File: config.mk
export PLATFORM = sky130hd
export DESIGN_NAME = rgba_alpha_blend_pixel_unit
export DESIGN_NICKNAME = d
export VERILOG_FILES = /design/src/rtl/rab_pkg.sv /design/src/rtl/rab_front.sv /design/src/rtl/rab_lane.sv /design/src/rtl/rab_merge.sv /design/src/rtl/rgba_alpha_blend_pixel_unit.sv
export SDC_FILE = /design/constraint.sdc
export NUM_CORES = 2
export LEC_CHECK = 0
export ABC_AREA = 1
export BUFFER_PORTS_ARGS = -buffer_cell sky130_fd_sc_hd__buf_2
export CAP_MARGIN = 30
export CORE_MARGIN = 1
export CORE_UTILIZATION = 40
export CTS_BUF_LIST = sky130_fd_sc_hd__clkbuf_4 sky130_fd_sc_hd__clkbuf_8 sky130_fd_sc_hd__clkbuf_16
export DETAILED_ROUTE_END_ITERATION = 12
export GPL_ROUTABILITY_DRIVEN = 0
export MAX_ROUTING_LAYER = met4
export PLACE_DENSITY = 0.59
export SLEW_MARGIN = 30
export SYNTH_ARGS = -nofsm -noshare
export SYNTH_HDL_FRONTEND = slang
export SYNTH_SLANG_ARGS = --single-unit
File: constraint.sdc
create_clock -name aclk -period 18.7 [get_ports aclk]
set_clock_uncertainty 0.1 [all_clocks]
set_input_delay 0.935 -clock aclk [delete_from_list [all_inputs] [get_ports aclk]]
set_output_delay 0.935 -clock aclk [all_outputs]
set_load 0.05 [all_outputs]
File: src/rtl/rab_pkg.sv
// rab_pkg: shared types and constants of the rgba alpha blend pixel unit
// no dependencies
`timescale 1ns / 1ps
`default_nettype none

package rab_pkg;

    // destination depth codes
    localparam logic [1:0] FMT_16 = 2'd0;
    localparam logic [1:0] FMT_24 = 2'd1;
    localparam logic [1:0] FMT_32 = 2'd2;

    // configuration register indexes
    localparam logic CFG_PIXEL_FORMAT = 1'b0;
    localparam logic CFG_GLOBAL_TRANSP = 1'b1;

    localparam int CFG_INDEX_W = 1;
    localparam int CFG_DATA_W = 8;

    localparam logic [1:0] PIXEL_FORMAT_RST = FMT_32;
    localparam logic [7:0] GLOBAL_TRANSP_RST = 8'd255;

    // mode codes
    localparam logic MODE_NORMAL = 1'b0;
    localparam logic MODE_GHOST = 1'b1;

    // alpha special values
    localparam logic [7:0] ALPHA_ZERO = 8'd0;
    localparam logic [7:0] ALPHA_FULL = 8'd255;

    // divide by three for the grey sum (exact for sums up to 765)
    localparam logic [10:0] GREY_RECIP = 11'd683;

    // denominators and their truncated reciprocals scaled by 2^24
    localparam logic [15:0] DEN_NORMAL = 16'd255;
    localparam logic [15:0] DEN_GHOST = 16'd65025;
    localparam logic [16:0] RECIP_NORMAL = 17'd65793;
    localparam logic [16:0] RECIP_GHOST = 17'd258;

    localparam logic [31:0] ALPHA_BYTE_MASK = 32'hff000000;

    // sideband that travels alongside the lanes
    typedef struct packed {
        logic [1:0]      fmt;
        logic            skip;
        logic            copy;
        logic [31:0]     dest;
        logic [2:0][7:0] src;
    } ctrl_t;

endpackage

`default_nettype wire

File: src/rtl/rab_front.sv
// rab_front: input decode stage, unpacks the destination channels, forms grey and scale
// depends on rab_pkg
`timescale 1ns / 1ps
`default_nettype none

module rab_front (
    input  wire logic                   aclk,
    input  wire logic                   load,
    input  wire logic [1:0]             pixel_format,
    input  wire logic [7:0]             global_transp,
    input  wire logic                   mode,
    input  wire logic [7:0]             src_c0,
    input  wire logic [7:0]             src_c1,
    input  wire logic [7:0]             src_c2,
    input  wire logic [7:0]             src_alpha,
    input  wire logic [31:0]            dest_pixel,
    output logic [2:0][7:0]             d_ch,
    output logic [2:0][7:0]             s_ch,
    output logic [15:0]                 num,
    output logic                        ghost,
    output rab_pkg::ctrl_t              ctrl
);
    import rab_pkg::*;

    logic [1:0]      fmt_eff;
    logic [9:0]      grey_sum;
    logic [20:0]     grey_prod;
    logic [7:0]      grey;
    logic [15:0]     scale;
    logic [2:0][7:0] d_next;
    logic [2:0][7:0] s_next;
    logic [15:0]     num_next;
    ctrl_t           ctrl_next;

    logic [2:0][7:0] d_ch_reg;
    logic [2:0][7:0] s_ch_reg;
    logic [15:0]     num_reg;
    logic            ghost_reg;
    ctrl_t           ctrl_reg;

    // undefined depth code behaves as 32 bit
    always_comb begin
        unique case (pixel_format)
            FMT_16:  fmt_eff = FMT_16;
            FMT_24:  fmt_eff = FMT_24;
            default: fmt_eff = FMT_32;
        endcase
    end

    // grey value by reciprocal multiply
    assign grey_sum  = {2'b00, src_c0} + {2'b00, src_c1} + {2'b00, src_c2};
    assign grey_prod = grey_sum * GREY_RECIP;
    assign grey      = grey_prod[18:11];

    // ghosted scale factor
    assign scale = src_alpha * global_transp;

    // destination channels per format
    always_comb begin
        if (fmt_eff == FMT_16) begin
            d_next[0] = {dest_pixel[4:0], 3'b000};
            d_next[1] = {dest_pixel[10:6], 3'b000};
            d_next[2] = {dest_pixel[15:11], 3'b000};
        end else begin
            d_next[0] = dest_pixel[7:0];
            d_next[1] = dest_pixel[15:8];
            d_next[2] = dest_pixel[23:16];
        end
    end

    // source and numerator per mode
    always_comb begin
        if (mode == MODE_GHOST) begin
            s_next   = {grey, grey, grey};
            num_next = scale;
        end else begin
            s_next   = {src_c2, src_c1, src_c0};
            num_next = {8'd0, src_alpha};
        end
    end

    always_comb begin
        ctrl_next.fmt  = fmt_eff;
        ctrl_next.skip = (src_alpha == ALPHA_ZERO);
        ctrl_next.copy = (mode == MODE_NORMAL) && (src_alpha == ALPHA_FULL);
        ctrl_next.dest = dest_pixel;
        ctrl_next.src  = {src_c2, src_c1, src_c0};
    end

    // stage register
    always_ff @(posedge aclk) begin
        if (load) begin
            d_ch_reg  <= d_next;
            s_ch_reg  <= s_next;
            num_reg   <= num_next;
            ghost_reg <= mode;
            ctrl_reg  <= ctrl_next;
        end
    end

    assign d_ch  = d_ch_reg;
    assign s_ch  = s_ch_reg;
    assign num   = num_reg;
    assign ghost = ghost_reg;
    assign ctrl  = ctrl_reg;

endmodule

`default_nettype wire

File: src/rtl/rab_lane.sv
// rab_lane: one colour channel, d + trunc((s - d) * num / den) over three stages
// depends on rab_pkg
`timescale 1ns / 1ps
`default_nettype none

module rab_lane (
    input  wire logic        aclk,
    input  wire logic        load_b,
    input  wire logic        load_c,
    input  wire logic        load_d,
    input  wire logic [7:0]  d_in,
    input  wire logic [7:0]  s_in,
    input  wire logic [15:0] num,
    input  wire logic        ghost,
    output logic [7:0]       ch_out
);
    import rab_pkg::*;

    logic [8:0]  diff;
    logic [7:0]  mag;
    logic [23:0] prod_next;
    logic [16:0] recip;
    logic [40:0] est_full;
    logic [15:0] den;
    logic [23:0] back;
    logic [23:0] rem;
    logic [7:0]  quot;
    logic [7:0]  ch_next;

    logic [23:0] prod_b_reg;
    logic        neg_b_reg;
    logic        ghost_b_reg;
    logic [7:0]  d_b_reg;
    logic [23:0] prod_c_reg;
    logic [7:0]  q_c_reg;
    logic        neg_c_reg;
    logic        ghost_c_reg;
    logic [7:0]  d_c_reg;
    logic [7:0]  ch_reg;

    // magnitude of the difference times numerator
    assign diff      = {1'b0, s_in} - {1'b0, d_in};
    assign mag       = diff[8] ? 8'(-diff) : diff[7:0];
    assign prod_next = mag * num;

    always_ff @(posedge aclk) begin
        if (load_b) begin
            prod_b_reg  <= prod_next;
            neg_b_reg   <= diff[8];
            ghost_b_reg <= ghost;
            d_b_reg     <= d_in;
        end
    end

    // quotient estimate, low by at most one
    assign recip    = ghost_b_reg ? RECIP_GHOST : RECIP_NORMAL;
    assign est_full = prod_b_reg * recip;

    always_ff @(posedge aclk) begin
        if (load_c) begin
            prod_c_reg  <= prod_b_reg;
            q_c_reg     <= est_full[31:24];
            neg_c_reg   <= neg_b_reg;
            ghost_c_reg <= ghost_b_reg;
            d_c_reg     <= d_b_reg;
        end
    end

    // remainder correction, then apply the signed step
    assign den     = ghost_c_reg ? DEN_GHOST : DEN_NORMAL;
    assign back    = q_c_reg * den;
    assign rem     = prod_c_reg - back;
    assign quot    = q_c_reg + {7'd0, (rem >= {8'd0, den})};
    assign ch_next = neg_c_reg ? (d_c_reg - quot) : (d_c_reg + quot);

    always_ff @(posedge aclk) begin
        if (load_d) begin
            ch_reg <= ch_next;
        end
    end

    assign ch_out = ch_reg;

endmodule

`default_nettype wire

File: src/rtl/rab_merge.sv
// rab_merge: packs the lane results into the destination format and holds the output word
// depends on rab_pkg
`timescale 1ns / 1ps
`default_nettype none

module rab_merge (
    input  wire logic            aclk,
    input  wire logic            aresetn,
    input  wire logic            in_valid,
    input  wire rab_pkg::ctrl_t  ctrl,
    input  wire logic [2:0][7:0] ch,
    input  wire logic            out_ready,
    output logic                 load,
    output logic                 out_valid,
    output logic [31:0]          out_pixel
);
    import rab_pkg::*;

    logic [2:0][7:0] pick;
    logic [31:0]     packed_px;
    logic [31:0]     keep_mask;
    logic [31:0]     pixel_next;
    logic [31:0]     pixel_reg;
    logic            valid_reg;

    // copy takes the source bytes, a blend takes the lanes
    assign pick = ctrl.copy ? ctrl.src : ch;

    always_comb begin
        unique case (ctrl.fmt)
            FMT_16: begin
                packed_px = {16'd0, pick[2][7:3], pick[1][7:3], 1'b0, pick[0][7:3]};
                keep_mask = 32'h0000ffff;
            end
            FMT_24: begin
                packed_px = {8'd0, pick[2], pick[1], pick[0]};
                keep_mask = 32'h00ffffff;
            end
            default: begin
                packed_px = {8'd0, pick[2], pick[1], pick[0]}
                          | (ctrl.copy ? ALPHA_BYTE_MASK : (ctrl.dest & ALPHA_BYTE_MASK));
                keep_mask = 32'hffffffff;
            end
        endcase
    end

    // skipped pixel passes the destination through
    assign pixel_next = ctrl.skip ? (ctrl.dest & keep_mask) : packed_px;

    assign load = !valid_reg || out_ready;

    // output word register
    always_ff @(posedge aclk) begin
        if (!aresetn) begin
            valid_reg <= 1'b0;
        end else if (load) begin
            valid_reg <= in_valid;
        end
    end

    always_ff @(posedge aclk) begin
        if (load) begin
            pixel_reg <= pixel_next;
        end
    end

    assign out_valid = valid_reg;
    assign out_pixel = pixel_reg;

endmodule

`default_nettype wire

File: src/rtl/rgba_alpha_blend_pixel_unit.sv
// rgba_alpha_blend_pixel_unit: top level of the pixel blender
// depends on rab_pkg, rab_front, rab_lane, rab_merge
`timescale 1ns / 1ps
`default_nettype none

// Blends one source pixel into one destination pixel per word. The unit takes a
// new word every clock and delivers one result word per clock while m_ready is
// high; each word passes through a decode stage, three stages in each of the
// three channel lanes (multiply, reciprocal estimate, remainder correction) and
// the output register of the merge stage. Every stage stalls only when the one
// after it is full; a waiting result stops new words only once every stage is full.
// pixel_format and global_transparency are written through cfg_we / cfg_index /
// cfg_wdata and should change only while no word is in flight.

module rgba_alpha_blend_pixel_unit (
    input  wire logic                            aclk,
    input  wire logic                            aresetn,
    input  wire logic                            cfg_we,
    input  wire logic [rab_pkg::CFG_INDEX_W-1:0] cfg_index,
    input  wire logic [rab_pkg::CFG_DATA_W-1:0]  cfg_wdata,
    input  wire logic                            s_valid,
    output logic                                 s_ready,
    input  wire logic                            s_mode,
    input  wire logic [7:0]                      s_src_c0,
    input  wire logic [7:0]                      s_src_c1,
    input  wire logic [7:0]                      s_src_c2,
    input  wire logic [7:0]                      s_src_alpha,
    input  wire logic [31:0]                     s_dest_pixel,
    output logic                                 m_valid,
    input  wire logic                            m_ready,
    output logic [31:0]                          m_result_pixel
);
    import rab_pkg::*;

    logic [1:0]      pixel_format_reg;
    logic [7:0]      global_transp_reg;

    logic            load_a;
    logic            load_b;
    logic            load_c;
    logic            load_d;
    logic            load_o;
    logic            valid_a_reg;
    logic            valid_b_reg;
    logic            valid_c_reg;
    logic            valid_d_reg;

    logic [2:0][7:0] d_ch;
    logic [2:0][7:0] s_ch;
    logic [15:0]     num;
    logic            ghost;
    ctrl_t           ctrl_a;
    ctrl_t           ctrl_b_reg;
    ctrl_t           ctrl_c_reg;
    ctrl_t           ctrl_d_reg;
    logic [2:0][7:0] ch;

    // configuration registers
    always_ff @(posedge aclk) begin
        if (!aresetn) begin
            pixel_format_reg  <= PIXEL_FORMAT_RST;
            global_transp_reg <= GLOBAL_TRANSP_RST;
        end else if (cfg_we) begin
            unique case (cfg_index)
                CFG_PIXEL_FORMAT:  pixel_format_reg  <= cfg_wdata[1:0];
                CFG_GLOBAL_TRANSP: global_transp_reg <= cfg_wdata[7:0];
                default:           pixel_format_reg  <= pixel_format_reg;
            endcase
        end
    end

    // stage enables, each stage loads when empty or when it drains
    assign load_d  = !valid_d_reg || load_o;
    assign load_c  = !valid_c_reg || load_d;
    assign load_b  = !valid_b_reg || load_c;
    assign load_a  = !valid_a_reg || load_b;
    assign s_ready = load_a;

    always_ff @(posedge aclk) begin
        if (!aresetn) begin
            valid_a_reg <= 1'b0;
            valid_b_reg <= 1'b0;
            valid_c_reg <= 1'b0;
            valid_d_reg <= 1'b0;
        end else begin
            if (load_a) valid_a_reg <= s_valid;
            if (load_b) valid_b_reg <= valid_a_reg;
            if (load_c) valid_c_reg <= valid_b_reg;
            if (load_d) valid_d_reg <= valid_c_reg;
        end
    end

    // sideband pipeline alongside the lanes
    always_ff @(posedge aclk) begin
        if (load_b) ctrl_b_reg <= ctrl_a;
        if (load_c) ctrl_c_reg <= ctrl_b_reg;
        if (load_d) ctrl_d_reg <= ctrl_c_reg;
    end

    // decode stage
    rab_front u_front (
        .aclk          (aclk),
        .load          (load_a),
        .pixel_format  (pixel_format_reg),
        .global_transp (global_transp_reg),
        .mode          (s_mode),
        .src_c0        (s_src_c0),
        .src_c1        (s_src_c1),
        .src_c2        (s_src_c2),
        .src_alpha     (s_src_alpha),
        .dest_pixel    (s_dest_pixel),
        .d_ch          (d_ch),
        .s_ch          (s_ch),
        .num           (num),
        .ghost         (ghost),
        .ctrl          (ctrl_a)
    );

    // one lane per colour channel
    for (genvar i = 0; i < 3; i++) begin : g_lane
        rab_lane u_lane (
            .aclk   (aclk),
            .load_b (load_b),
            .load_c (load_c),
            .load_d (load_d),
            .d_in   (d_ch[i]),
            .s_in   (s_ch[i]),
            .num    (num),
            .ghost  (ghost),
            .ch_out (ch[i])
        );
    end

    // pack and hold the output word
    rab_merge u_merge (
        .aclk      (aclk),
        .aresetn   (aresetn),
        .in_valid  (valid_d_reg),
        .ctrl      (ctrl_d_reg),
        .ch        (ch),
        .out_ready (m_ready),
        .load      (load_o),
        .out_valid (m_valid),
        .out_pixel (m_result_pixel)
    );

endmodule

`default_nettype wire

==> results.txt <==
- The run finished with clean final reports.
* Number of synthesized flops with an enable pin: 585
- CTS placed an instance of sky130_fd_sc_hd__clkbuf_16 at the clock tree root.
* Critical Path AT: 9.20 ns
* Setup repair after global routing missed its margin: false
- Worst-case register-to-register setup slack: 9.79 ns
* Headroom to the max-slew limit: 0.331
* Number of global-route vias before repair: 45762
- Among all stages on the critical path, the largest delay is contributed by sky130_fd_sc_hd__buf_4.
- Synthesized flop and latch total: 600
- Via total after detailed routing: 44519
* Die Width: 395 um
- In the finished design, the share of the clock period the worst path needs comes to 0.476.
- Fill count: 14732
- Maximum fanout encountered on the critical timing path: 69
- Warning count from the yosys run: 0
- Number of primary I/O pins: 113
- Detail Route Antenna Nets: 0
- After detailed routing, the number of vias per cell comes to 4.94.
- Arithmetic-cell share of the synthesized area counting full adders, half adders and majority gates: 0.365
* Startpoint kind of the worst setup timing path: flip-flop
- Finish-stage setup viols: 0
- Final-report hold violation count: 0
- Total global routing overflow: 0
- Final sum of negative setup slack: 0 ns
- Worst slew pin tran: 1.00 ns
- After the last flow step, the layout net total stands at 8442.
* Post-synthesis mux area share: 0.00148
* Total iterations of the first detailed-routing run: 6
- Share of synthesized area occupied by flip-flops and latches: 0.289
- The die covers 156000 um^2.
* Max Clock Freq: 0.112 GHz
- Cell family with most CP delay: adder cells
- For this run, the total global-route usage over all layers was measured as 0.203.
- In this run the post-CTS setup repair buffer count came out at 0.
- The critical path contains buffers and inverters numbering 4 combined.
* Syn avg cell area: 9.14 um^2
- Starting density of the core: 0.405
* CTS sink count: 600
* Clock Tree Buf Depth: 3
* Core region area: 153000 um^2
* Clock buffer count from CTS: 69
- Dividing the detail-routed wire length by the instance count gives 16.9 um.
- Area of the multi-input gates: 38100 um^2
- The detailed router finished its first iteration with 2553 violations.
- After synthesis the cells add up to 61700 um^2.
- Post-synth ARST share: 0
- Xor and xnor fraction of the mapped netlist area: 0.0371
- Row count: 143
* Area occupied by registers: 17900 um^2
- The cell that appears most often on the critical path is sky130_fd_sc_hd__nand2_1.
- Main combinational cell family by area after synthesis: adder cells
* Maximum number of pins on one net before global-route repair: 124
* Data required time at the worst endpoint: 18.99 ns
- Post-cts hold buffer count: 0
- Clock latency of the later-clocked register in the worst-skew pair: 0.67 ns
* Crit Path Class: reg2reg
- In this run the number of H-tree levels came out at 3.
- Post-synth top flop: sky130_fd_sc_hd__edfxtp_1
- Share of final-layout standard cells stronger than drive strength 1: 0.0447
- Synth-to-layout area growth: 8.64%
- Vertical extent of the die: 395 um
- Routed wire length: 152 mm
* HPWL Detailed: 125 mm
- Number of violations of the max-capacitance limit: 0
- Number of resized instances in the post-cts repair step: 0
* Area fraction of the dominant cell type after synthesis: 0.285
- Antenna violations before repair: 3
- First-pass GRT wire length: 244 mm
- Clock tree from TritonCTS: yes
* Count of port buffers added during placement: 112
* Number of design rule violations left after detail routing: 0
- Worst Setup End Kind: flip-flop
- Synthesis instantiated 56 different standard cells from the library.
* Period minus WS final: 8.91 ns
- For this run, the slowest stage of the critical path takes 0.67 ns.
- The largest total area in the synthesized netlist belongs to sky130_fd_sc_hd__edfxtp_1.
- Post-synthesis simple-gate area fraction: 0.140
* Top library cells by usage in the layout, fill and taps aside: sky130_fd_sc_hd__inv_1 (1462), sky130_fd_sc_hd__nand2_1 (1191), sky130_fd_sc_hd__ha_1 (835)
* Clock edge transition at the registers on the reported setup and hold paths: 0.06 ns
- Pins over their slew limit: 0
- Leading post-synthesis cells by cell area: sky130_fd_sc_hd__edfxtp_1 (28%), sky130_fd_sc_hd__fa_1 (20%), sky130_fd_sc_hd__ha_1 (17%), sky130_fd_sc_hd__inv_1 (8.9%), sky130_fd_sc_hd__nand2_1 (7.2%)
- Worst hold path class: reg2reg
- Share of the synthesized area in compound gates (AO/OA/AOI/OAI): 0.0681
- Leaving out fill and tap cells, the most frequent cell in the layout is sky130_fd_sc_hd__inv_1.
- The cell count after synthesis came out at 6753.
## per-stage QoR
stage	hold WS (ns)	instance area [um^2]	util	setup slack [ns]	instances
after floorplan	0.300	62000	-	7.10	6822
after global placement	0.300	64800	0.425	9.81	8881
after detailed placement	0.305	64800	0.425	9.83	8882
after CTS	0.298	67100	0.439	9.79	9005
after global routing	0.300	67100	0.439	8.88	9006
final	0.298	67100	0.439	9.79	9006
## cells in the mapped netlist (all sizes together) (5+ instances only)
| master | count |
|---|---|
| a221oi | 5 |
| a21boi | 9 |
| nor4 | 7 |
| nand3 | 207 |
| dfxtp | 15 |
| edfxtp | 585 |
| o211ai | 12 |
| nor3 | 46 |
| ha | 835 |
| o21a | 13 |
| inv | 1478 |
| mux2i | 8 |
| o21ai | 187 |
| buf | 27 |
| nand4 | 70 |
| o221ai | 9 |
| clkbuf | 78 |
| o21bai | 80 |
| xor2 | 164 |
| a211oi | 14 |
| xnor2 | 90 |
| a21o | 38 |
| o31ai | 7 |
| clkinv | 8 |
| nand3b | 11 |
| nor2 | 565 |
| a31oi | 21 |
| nand2 | 1205 |
| or2 | 11 |
| fa | 605 |
| a21oi | 321 |
## kinds of logic (layout without fill, tap and decap cells)
family	after synthesis	after routing
AOI/OAI and AO/OA	725	725
xor gates and xnor gates	254	254
adders and majority gates	1440	1440
buffers and inverters	1591	1744
DFF	600	600
muxes	9	9
other	2	72
and+or+nand+nor	2132	2132
## metal layers
layer	vias up	GRT usage	share of wire
met2	1021	0.343	0.49
met5	-	-	0
met3	214	0.0209	0.042
met4	0	0.0579	0.028
met1	21544	0.258	0.44
li1	21740	-	-
## path summary, 6_finish.rpt
check / from / to / cells after the start
setup reg to reg: g_lane[1].u_lane.ghost_c_reg / g_lane[2].u_lane.ch_out[6] / 40
hold / removal: u_front.ctrl[6] / ctrl_b_reg[6] / 0
hold reg to reg: u_front.ctrl[6] / ctrl_b_reg[6] / 0
setup / recovery: g_lane[1].u_lane.ghost_c_reg / g_lane[2].u_lane.ch_out[6] / 40
## area by class of cell
| cell class | count | area share |
|---|---|---|
| clock buffer | 77 | 0.0266 |
| timing repair buffer | 135 | 0.0111 |
| sequential | 600 | 0.266 |
| antenna | 1 | 0.0000373 |
| tap | 2030 | 0.0379 |
| clock inverter | 46 | 0.00670 |
| multi-input combinational | 4631 | 0.568 |
| inverter | 1486 | 0.0834 |
Power is not shown: default switching activity piles up to over one toggle a cycle in this logic, so the estimate is an artifact.
